--- src/hw/rtl/fss_pkg.sv ---
// Shared package for the follow slot select block.
// Holds the action codes, hash constants, pipeline depths and the control struct.
// No dependencies.
`timescale 1ns / 1ps
`default_nettype none

package fss_pkg;

    // Follow action codes
    typedef enum logic [2:0] {
        MODE_NONE     = 3'd0,
        MODE_STOP     = 3'd1,
        MODE_AGAIN    = 3'd2,
        MODE_NEXT     = 3'd3,
        MODE_PREVIOUS = 3'd4,
        MODE_RANDOM   = 3'd5
    } t_mode;

    // Default upper bound on the slot count
    localparam int MAX_SLOTS_DEF = 256;

    // Result field width
    localparam int TGT_W = 8;

    // splitmix64 finalizer constants
    localparam logic [63:0] GOLDEN = 64'h9e3779b97f4a7c15;
    localparam logic [63:0] MIX1   = 64'hbf58476d1ce4e5b9;
    localparam logic [63:0] MIX2   = 64'h94d049bb133111eb;
    localparam logic [31:0] MIX1_LO = MIX1[31:0];
    localparam logic [31:0] MIX1_HI = MIX1[63:32];
    localparam logic [31:0] MIX2_LO = MIX2[31:0];
    localparam logic [31:0] MIX2_HI = MIX2[63:32];
    localparam int SHIFT_A = 30;
    localparam int SHIFT_B = 27;
    localparam int SHIFT_C = 31;

    // Pipeline depths
    localparam int FIN_STAGES = 5;   // stages per finalizer
    localparam int MOD_STEPS  = 8;   // remainder bits resolved per stage
    localparam int HASH_W     = 64;

    // Decision carried alongside the hash
    typedef struct packed {
        logic             go;
        logic             is_rand;
        logic [TGT_W-1:0] target;
    } t_ctl;

endpackage

`default_nettype wire

--- src/hw/rtl/fss_mod_unit.sv ---
// Pipelined restoring remainder of a 64-bit hash by the slot count.
// Each stage resolves MOD_STEPS dividend bits, most significant first.
// Depends on fss_pkg.
`timescale 1ns / 1ps
`default_nettype none

module fss_mod_unit #(
    parameter int CNT_W = 9,
    parameter int SB_W  = 1
) (
    input  logic               i_clk,
    input  logic               i_rst_n,
    input  logic               i_valid,
    output logic               o_stall,
    input  logic [63:0]        i_dividend,
    input  logic [CNT_W-1:0]   i_count,
    input  logic [SB_W-1:0]    i_sb,
    output logic               o_valid,
    input  logic               i_stall,
    output logic [CNT_W-1:0]   o_rem,
    output logic [CNT_W-1:0]   o_count,
    output logic [SB_W-1:0]    o_sb
);
    import fss_pkg::*;

    localparam int NS = HASH_W / MOD_STEPS;

    logic [NS-1:0]      r_vld;
    logic [NS-1:0]      n_vld_in;
    logic [NS:0]        en;
    logic [CNT_W-1:0]   r_rem [NS];
    logic [CNT_W-1:0]   n_rem [NS];
    logic [CNT_W-1:0]   r_cnt [NS];
    logic [CNT_W-1:0]   cnt_in [NS];
    logic [63:0]        r_dvd [NS];
    logic [63:0]        dvd_in [NS];
    logic [SB_W-1:0]    r_sb [NS];
    logic [SB_W-1:0]    sb_in [NS];

    assign en[NS] = !i_stall;
    assign n_vld_in = {r_vld[NS-2:0], i_valid};

    for (genvar k = 0; k < NS; k++) begin : g_stg
        logic [CNT_W-1:0] rem_in;
        logic [CNT_W-1:0] rem;
        logic [CNT_W:0]   trial;

        assign en[k] = !r_vld[k] || en[k+1];

        if (k == 0) begin : g_first
            assign rem_in    = '0;
            assign dvd_in[k] = i_dividend;
            assign cnt_in[k] = i_count;
            assign sb_in[k]  = i_sb;
        end else begin : g_next
            assign rem_in    = r_rem[k-1];
            assign dvd_in[k] = r_dvd[k-1];
            assign cnt_in[k] = r_cnt[k-1];
            assign sb_in[k]  = r_sb[k-1];
        end

        // Shift in one dividend bit, subtract the count when it fits
        always_comb begin
            rem   = rem_in;
            trial = '0;
            for (int s = 0; s < MOD_STEPS; s++) begin
                trial = {rem, dvd_in[k][HASH_W-1-s]};
                if (trial >= {1'b0, cnt_in[k]}) begin
                    rem = CNT_W'(trial - {1'b0, cnt_in[k]});
                end else begin
                    rem = trial[CNT_W-1:0];
                end
            end
        end

        assign n_rem[k] = rem;
    end

    always_ff @(posedge i_clk) begin
        if (!i_rst_n) begin
            r_vld <= '0;
        end else begin
            for (int k = 0; k < NS; k++) begin
                if (en[k]) begin
                    r_vld[k] <= n_vld_in[k];
                end
            end
        end
    end

    always_ff @(posedge i_clk) begin
        for (int k = 0; k < NS; k++) begin
            if (en[k]) begin
                r_rem[k] <= n_rem[k];
                r_dvd[k] <= dvd_in[k] << MOD_STEPS;
                r_cnt[k] <= cnt_in[k];
                r_sb[k]  <= sb_in[k];
            end
        end
    end

    assign o_stall = !en[0];
    assign o_valid = r_vld[NS-1];
    assign o_rem   = r_rem[NS-1];
    assign o_count = r_cnt[NS-1];
    assign o_sb    = r_sb[NS-1];

endmodule

`default_nettype wire

--- config.mk ---
export PLATFORM = sky130hd
export DESIGN_NAME = fss_mod_unit
export DESIGN_NICKNAME = d
export VERILOG_FILES = /design/src/hw/rtl/fss_pkg.sv /design/src/hw/rtl/fss_mod_unit.sv
export SDC_FILE = /design/constraint.sdc
export NUM_CORES = 2
export LEC_CHECK = 0
export BUFFER_PORTS_ARGS = -buffer_cell sky130_fd_sc_hd__buf_2
export CORE_ASPECT_RATIO = 0.8
export CORE_MARGIN = 2
export CORE_UTILIZATION = 59
export DETAILED_ROUTE_END_ITERATION = 12
export GPL_ROUTABILITY_DRIVEN = 0
export HOLD_SLACK_MARGIN = 0.1
export PLACE_DENSITY = 0.76
export RECOVER_POWER = 50
export SLEW_MARGIN = 40
export SYNTH_ARGS = -nofsm -noshare
export SYNTH_HDL_FRONTEND = slang
export SYNTH_SLANG_ARGS = --single-unit
--- constraint.sdc ---
create_clock -name i_clk -period 37.2 [get_ports i_clk]
set_clock_uncertainty 0.15 [all_clocks]
set_input_delay 7.44 -clock i_clk [delete_from_list [all_inputs] [get_ports i_clk]]
set_output_delay 7.44 -clock i_clk [all_outputs]
set_load 0.01 [all_outputs]
After elaboration in Yosys (flattened, before gate mapping) --
Memories as Yosys holds them, arrays and structs flattened. Index checks and enable logic that the tools add are counted.
Storage, ports and cells: flip-flop bits (word level) 8, bits in writable memories 600, bits of input ports 78, output and inout port bits 21, logic and storage cells 238, memories 4
Memory list:
- r_dvd | words 8, bits a word 56, rd ports 7, clocked after memory_dff 0, write ports 8, RTL line fss_mod_unit.sv:35 | logic [63:0] r_dvd [NS];
- r_cnt | words 8, bits a word 9, rd ports 8, clocked after memory_dff 0, write ports 8, RTL line fss_mod_unit.sv:33 | logic [CNT_W-1:0] r_cnt [NS];
- r_rem | words 8, bits a word 9, rd ports 8, clocked after memory_dff 0, write ports 8, RTL line fss_mod_unit.sv:31 | logic [CNT_W-1:0] r_rem [NS];
- r_sb | words 8, bits a word 1, rd ports 8, clocked after memory_dff 0, write ports 8, RTL line fss_mod_unit.sv:37 | logic [SB_W-1:0] r_sb [NS];
Cells by class: add/subtract/negate cells 64, $lt $le $gt $ge 64, muxes and demuxes 80, reductions and logical operators 18
Operators by type and width (number):
- 10-bit by 9-bit greater-or-equal comparator with 1-bit output | 63
- 9-bit two-way mux | 64
- 9-bit subtractor | 63
- 1-bit two-way mux | 16
- 1-bit logical NOT | 10
- 1-bit by 9-bit greater-or-equal comparator with 1-bit output | 1
- 1-bit by 9-bit subtractor with 9-bit output | 1
- 1-bit logical OR | 8

Depth between registers and ports, before layout --
An unclocked memory read counts as a cell.
depth in word-level cells 17, depth in mapped cells 86, gate-level depth less buffers 80

Worst setup path before layout --
No wires, ideal clock.
kind input to register, start input i_dividend[63], end memory r_rem[0][1], data pin, library setup time 0.260 ns, arrival time 22.192 ns, data required time 36.790 ns, path slack 14.598 ns, stages 72, path buffers 4, cell sequence inv_1 -> ha_1 -> nand2b_1 -> and3_1 -> mux2i_1 -> fa_1 -> a21o_1 -> a21oi_1 -> o21bai_1 -> a21boi_0 -> mux2_2 -> ha_1 -> a21o_1 -> a21oi_1 -> a21oi_1 -> o31a_1 -> a211oi_2 -> clkbuf_1 -> (+36 left out) -> a21oi_1 -> nor2_1 -> nor2_1 -> nand2_1 -> o21ai_0 -> o2111ai_2 -> mux2_2 -> ha_1 -> a21o_1 -> a21oi_1 -> nor2_1 -> nor2_1 -> nand2_1 -> o21bai_1 -> a21oi_1 -> nand2b_1 -> mux2i_2 -> mux2_2
RTL lines:
- start, declared | RTL line fss_mod_unit.sv:15 | input logic [63:0] i_dividend,
- end, declared | RTL line fss_mod_unit.sv:31

==> results <==
- The die span in x is 303 um.
- The floorplan has 87 rows.
- STA classifies the critical path endpoint as a flip-flop.
- The number of instances resized during post-cts repair is 0.
- The most instantiated library cell after synthesis is sky130_fd_sc_hd__ha_1.
- The signed area change from the synthesized netlist to the final layout is 7.54%.
- The flip-flop and latch count after synthesis is 384.
- For this run, the top clock speed supported by timing is between 40 and 50 MHz.
- The CTS tree is yes.
- The global routing usage summed across all routing layers is 0.280.
- The cell repeated most along the worst path is sky130_fd_sc_hd__a21oi_1.
- After floorplanning, the core was sized to cover 70600 um^2.
- The final clock period utilization by the worst path is 0.653.
- The number of clock buffers added by TritonCTS is between 40 and 50.
- By startpoint and endpoint, the worst setup path is classified as in2reg.
- In the final design database the tool counted between 5k and 6k nets.
- The reported max-cap violation count is 2.
- In the post-synthesis netlist, the biggest area contributors are sky130_fd_sc_hd__edfxtp_1 (27%), sky130_fd_sc_hd__ha_1 (17%), sky130_fd_sc_hd__mux2_2 (7.6%).
- The number of nets in the synthesized netlist is 5186.
- The root buffer cell chosen for the clock tree is sky130_fd_sc_hd__clkbuf_16.
- The detail route stage leaves a number of antenna-violating nets equal to 0.
- The worst-skew pair later-pin latency is 0.59 ns.
- The data required time of the critical path is about 37 ns.
- For this design the top-level I/O count stands at 99.
- The die is roughly 240 um tall.
- The flow ran to the end, but the final reports show violations.
- The initial cell density of the core is 0.598.
- The H-tree was split into 2 levels.
- The die covers 73800 um^2.
- The via count of the first global-routing pass is 32.8k.
- The post-synthesis instance area is 42200 um^2.
- By count the netlist is led by sky130_fd_sc_hd__ha_1 (569), sky130_fd_sc_hd__edfxtp_1 (376), sky130_fd_sc_hd__inv_1 (359), sky130_fd_sc_hd__a21oi_1 (349), sky130_fd_sc_hd__nor2_1 (295).
- The final reports fail on capacitance limit, slew limit.
- The routed wirelength normalized by instance count is about 19 um.
- The synthesized design contains between 300 and 400 enable-type register cells.
- The slowest stage of the critical path is the sky130_fd_sc_hd__mux2i_2 cell.
- The actual slew at the worst max-slew pin is 1.85 ns.
- The count of input and output buffers is 98.
- After synthesis, the share of flip-flops with an asynchronous set or reset is 0.
- The peak per-stage delay on the critical path is between 0.5 and 0.6 ns.
- In the routed layout, each cell is associated on average with a via count of roughly 6.2.
- The arrival time reported for the critical path endpoint is 24.45 ns.
- The average instance area after synthesis is between 9 and 10 um^2.
- Setup repair after global routing left no endpoint under its margin.
- The first-pass iteration count of the detailed router is 6.
- Counting distinct cell types in the post-synthesis netlist gives 104.
- The post-synthesis sequential area ratio is 0.271.
- Headroom to the max-slew limit came out at -0.240.
- The longest clock path from root to sink contains 3 buffers.
- For this run, the leading register cell type out of synthesis is sky130_fd_sc_hd__edfxtp_1.
- The initial antenna violation count is 2.
- The detailed-placement wirelength estimate is 80500 um.
- Clock-pin slew was measured on the worst setup and hold paths at around 0.06 ns.
- The final critical path time including I/O delays and setup is ~24 ns.
- The aggregate negative setup slack is 0 ns.
- In the final layout, the multi-input gates occupy 29300 um^2.
- The share of synthesized area in the top cell type comes to 0.267.
- The first routing iteration left about 3k violations.
- The buffer and inverter count on the worst path is 2.
- The total area of sequential cells is 11500 um^2.
- The filler cells instantiated in the layout total 5739.
- The aggregate global routing overflow is 0.
- The min-delay analysis places its worst path in the category reg2reg.
- After clock tree synthesis, the flow added hold-fix buffers numbering 0.
- Once the clock tree was built, the setup fixing pass inserted 0 buffers.
- The global-route wire length before repair is 169000 um.
- The aggregate routed wire length is 105000 um.
- The pin count of the biggest net entering global routing is 64.
- The warning count from the yosys run is 0.
- Synthesis produced 4476 cells.
- The number of pins with negative max-slew slack in the final report was 63.
- Setup violations remaining at the end of the flow were counted as 0.
- The startpoint type of the worst setup path is a primary input.
- The post-synthesis cell type with the largest combined area is sky130_fd_sc_hd__edfxtp_1.
- The total number of vias is 34.6k.
- The number of DRC violations after detailed routing is 0.
- Of the cells placed in the final design, the portion with a size suffix greater than 1 is 0.115.
- The final hold violation count is 0.
- The clock drives 384 sinks.
- The cell family contributing the most delay on the critical path is compound AO/OA/AOI/OAI gates.
- The maximum fanout count along the critical path is 15.
## cells in the final DEF, fill, tap and decap left out, types with 9 or more instances in the layout
cell / Yosys / routed
sky130_fd_sc_hd__edfxtp_1: 376 / 376
sky130_fd_sc_hd__nor3_1: 68 / 68
sky130_fd_sc_hd__a31oi_1: 28 / 27
sky130_fd_sc_hd__o211ai_1: 20 / 20
sky130_fd_sc_hd__o31a_1: 13 / 13
sky130_fd_sc_hd__clkbuf_16: 0 / 47
sky130_fd_sc_hd__inv_1: 359 / 356
sky130_fd_sc_hd__a21o_1: 175 / 175
sky130_fd_sc_hd__a21oi_1: 349 / 348
sky130_fd_sc_hd__or2_2: 27 / 27
sky130_fd_sc_hd__and3_1: 20 / 20
sky130_fd_sc_hd__mux2_2: 284 / 284
sky130_fd_sc_hd__xnor2_1: 208 / 208
sky130_fd_sc_hd__nor2_1: 295 / 295
sky130_fd_sc_hd__o31ai_1: 33 / 33
sky130_fd_sc_hd__o211a_1: 9 / 9
sky130_fd_sc_hd__o21ai_0: 249 / 249
sky130_fd_sc_hd__nor4_1: 14 / 14
sky130_fd_sc_hd__clkbuf_1: 33 / 38
sky130_fd_sc_hd__mux2i_1: 103 / 101
sky130_fd_sc_hd__ha_1: 569 / 569
sky130_fd_sc_hd__a211oi_1: 39 / 38
sky130_fd_sc_hd__a21boi_0: 38 / 38
sky130_fd_sc_hd__o21a_1: 48 / 48
sky130_fd_sc_hd__o21bai_1: 60 / 59
sky130_fd_sc_hd__fa_1: 63 / 63
sky130_fd_sc_hd__xor2_1: 151 / 151
sky130_fd_sc_hd__or3_1: 28 / 28
sky130_fd_sc_hd__nor2b_1: 118 / 118
sky130_fd_sc_hd__nand4_1: 108 / 108
sky130_fd_sc_hd__nand3_1: 33 / 33
sky130_fd_sc_hd__a211o_1: 19 / 19
sky130_fd_sc_hd__buf_2: 6 / 69
sky130_fd_sc_hd__buf_4: 1 / 21
sky130_fd_sc_hd__and2_1: 29 / 29
sky130_fd_sc_hd__o221ai_1: 12 / 12
sky130_fd_sc_hd__nand2_1: 241 / 239
sky130_fd_sc_hd__nand2b_1: 63 / 63
sky130_fd_sc_hd__a221oi_1: 13 / 13
## per-stage QoR
step                      cells  setup WS (ns)  hold WS [ns]  cell area, um^2  utilization
after floorplan            4476          14.60         0.250            42200            -
after global placement     5485          13.02         0.251            43900        0.622
after detailed placement   5486          12.65         0.255            43900        0.622
after CTS                  5565          13.17         0.255            45500        0.643
after global routing       5566          11.59         0.264            45400        0.643
final                      5566          12.93         0.255            45400        0.643
## worst paths after layout
| check | startpoint | endpoint | slack, ns | cells after the start |
|---|---|---|---|---|
| min reg2reg | r_dvd[5][46]$_DFFE_PP_ | r_dvd[6][54]$_DFFE_PP_ | 0.25 | 0 |
| max reg2reg | r_cnt[1][10]$_DFFE_PP_ | r_rem[1][19]$_DFFE_PP_ | 15.95 | 73 |
| min | r_dvd[5][46]$_DFFE_PP_ | r_dvd[6][54]$_DFFE_PP_ | 0.25 | 0 |
| max | i_count[0] | r_rem[0][1]$_DFFE_PN_ | 12.93 | 71 |
## final cells by class
type	count	share of cell area
antenna	1	0.0000551
sequential	384	0.252
clock inverter	25	0.00672
inverter	360	0.0298
tap	934	0.0257
clock buffer	54	0.0265
multi-input combinational	3686	0.645
timing repair buffer	122	0.0139
## worst register-to-register path: cells and delay by family, from the launching register on
kind / cells / cell delay, ns
muxes: 7 / 3.02
adders and majority gates: 8 / 3.25
buffers and inverters: 2 / 0.64
AOI/OAI and AO/OA: 38 / 9.62
DFF: 1 / 0.59
and+or+nand+nor: 18 / 3.70
## cell families (layout without fill, tap and decap cells)
family,after synthesis,in the layout,synth area share
AO/OA/AOI/OAI,1213,1213,0.189
XOR/XNOR,359,359,0.0744
adder cells (fa/ha/maj),632,632,0.198
buffers and inverters,406,561,0.0364
flip-flops,384,384,0.271
multiplexers,392,392,0.102
other,0,1,0
AND/OR/NAND/NOR,1090,1090,0.129
## routing by layer
layer | up-vias | global-route usage | routed length, um
met1 | 16400 | 0.425 | 51000
met2 | 1136 | 0.423 | 44300
li1 | 16900 | - | -
met4 | 2 | 0.0661 | 2230
met5 | - | 0 | 13
met3 | 149 | 0.0348 | 7540
## flip-flops by register name, indices dropped and copies added (netlist names)
name   count
r_dvd    224
r_cnt     72
r_rem     72
r_sb       8
r_vld      8
Power is left out: the tool's default activity adds up to more than one toggle a clock period on the data nets, which glitch-free logic cannot reach.
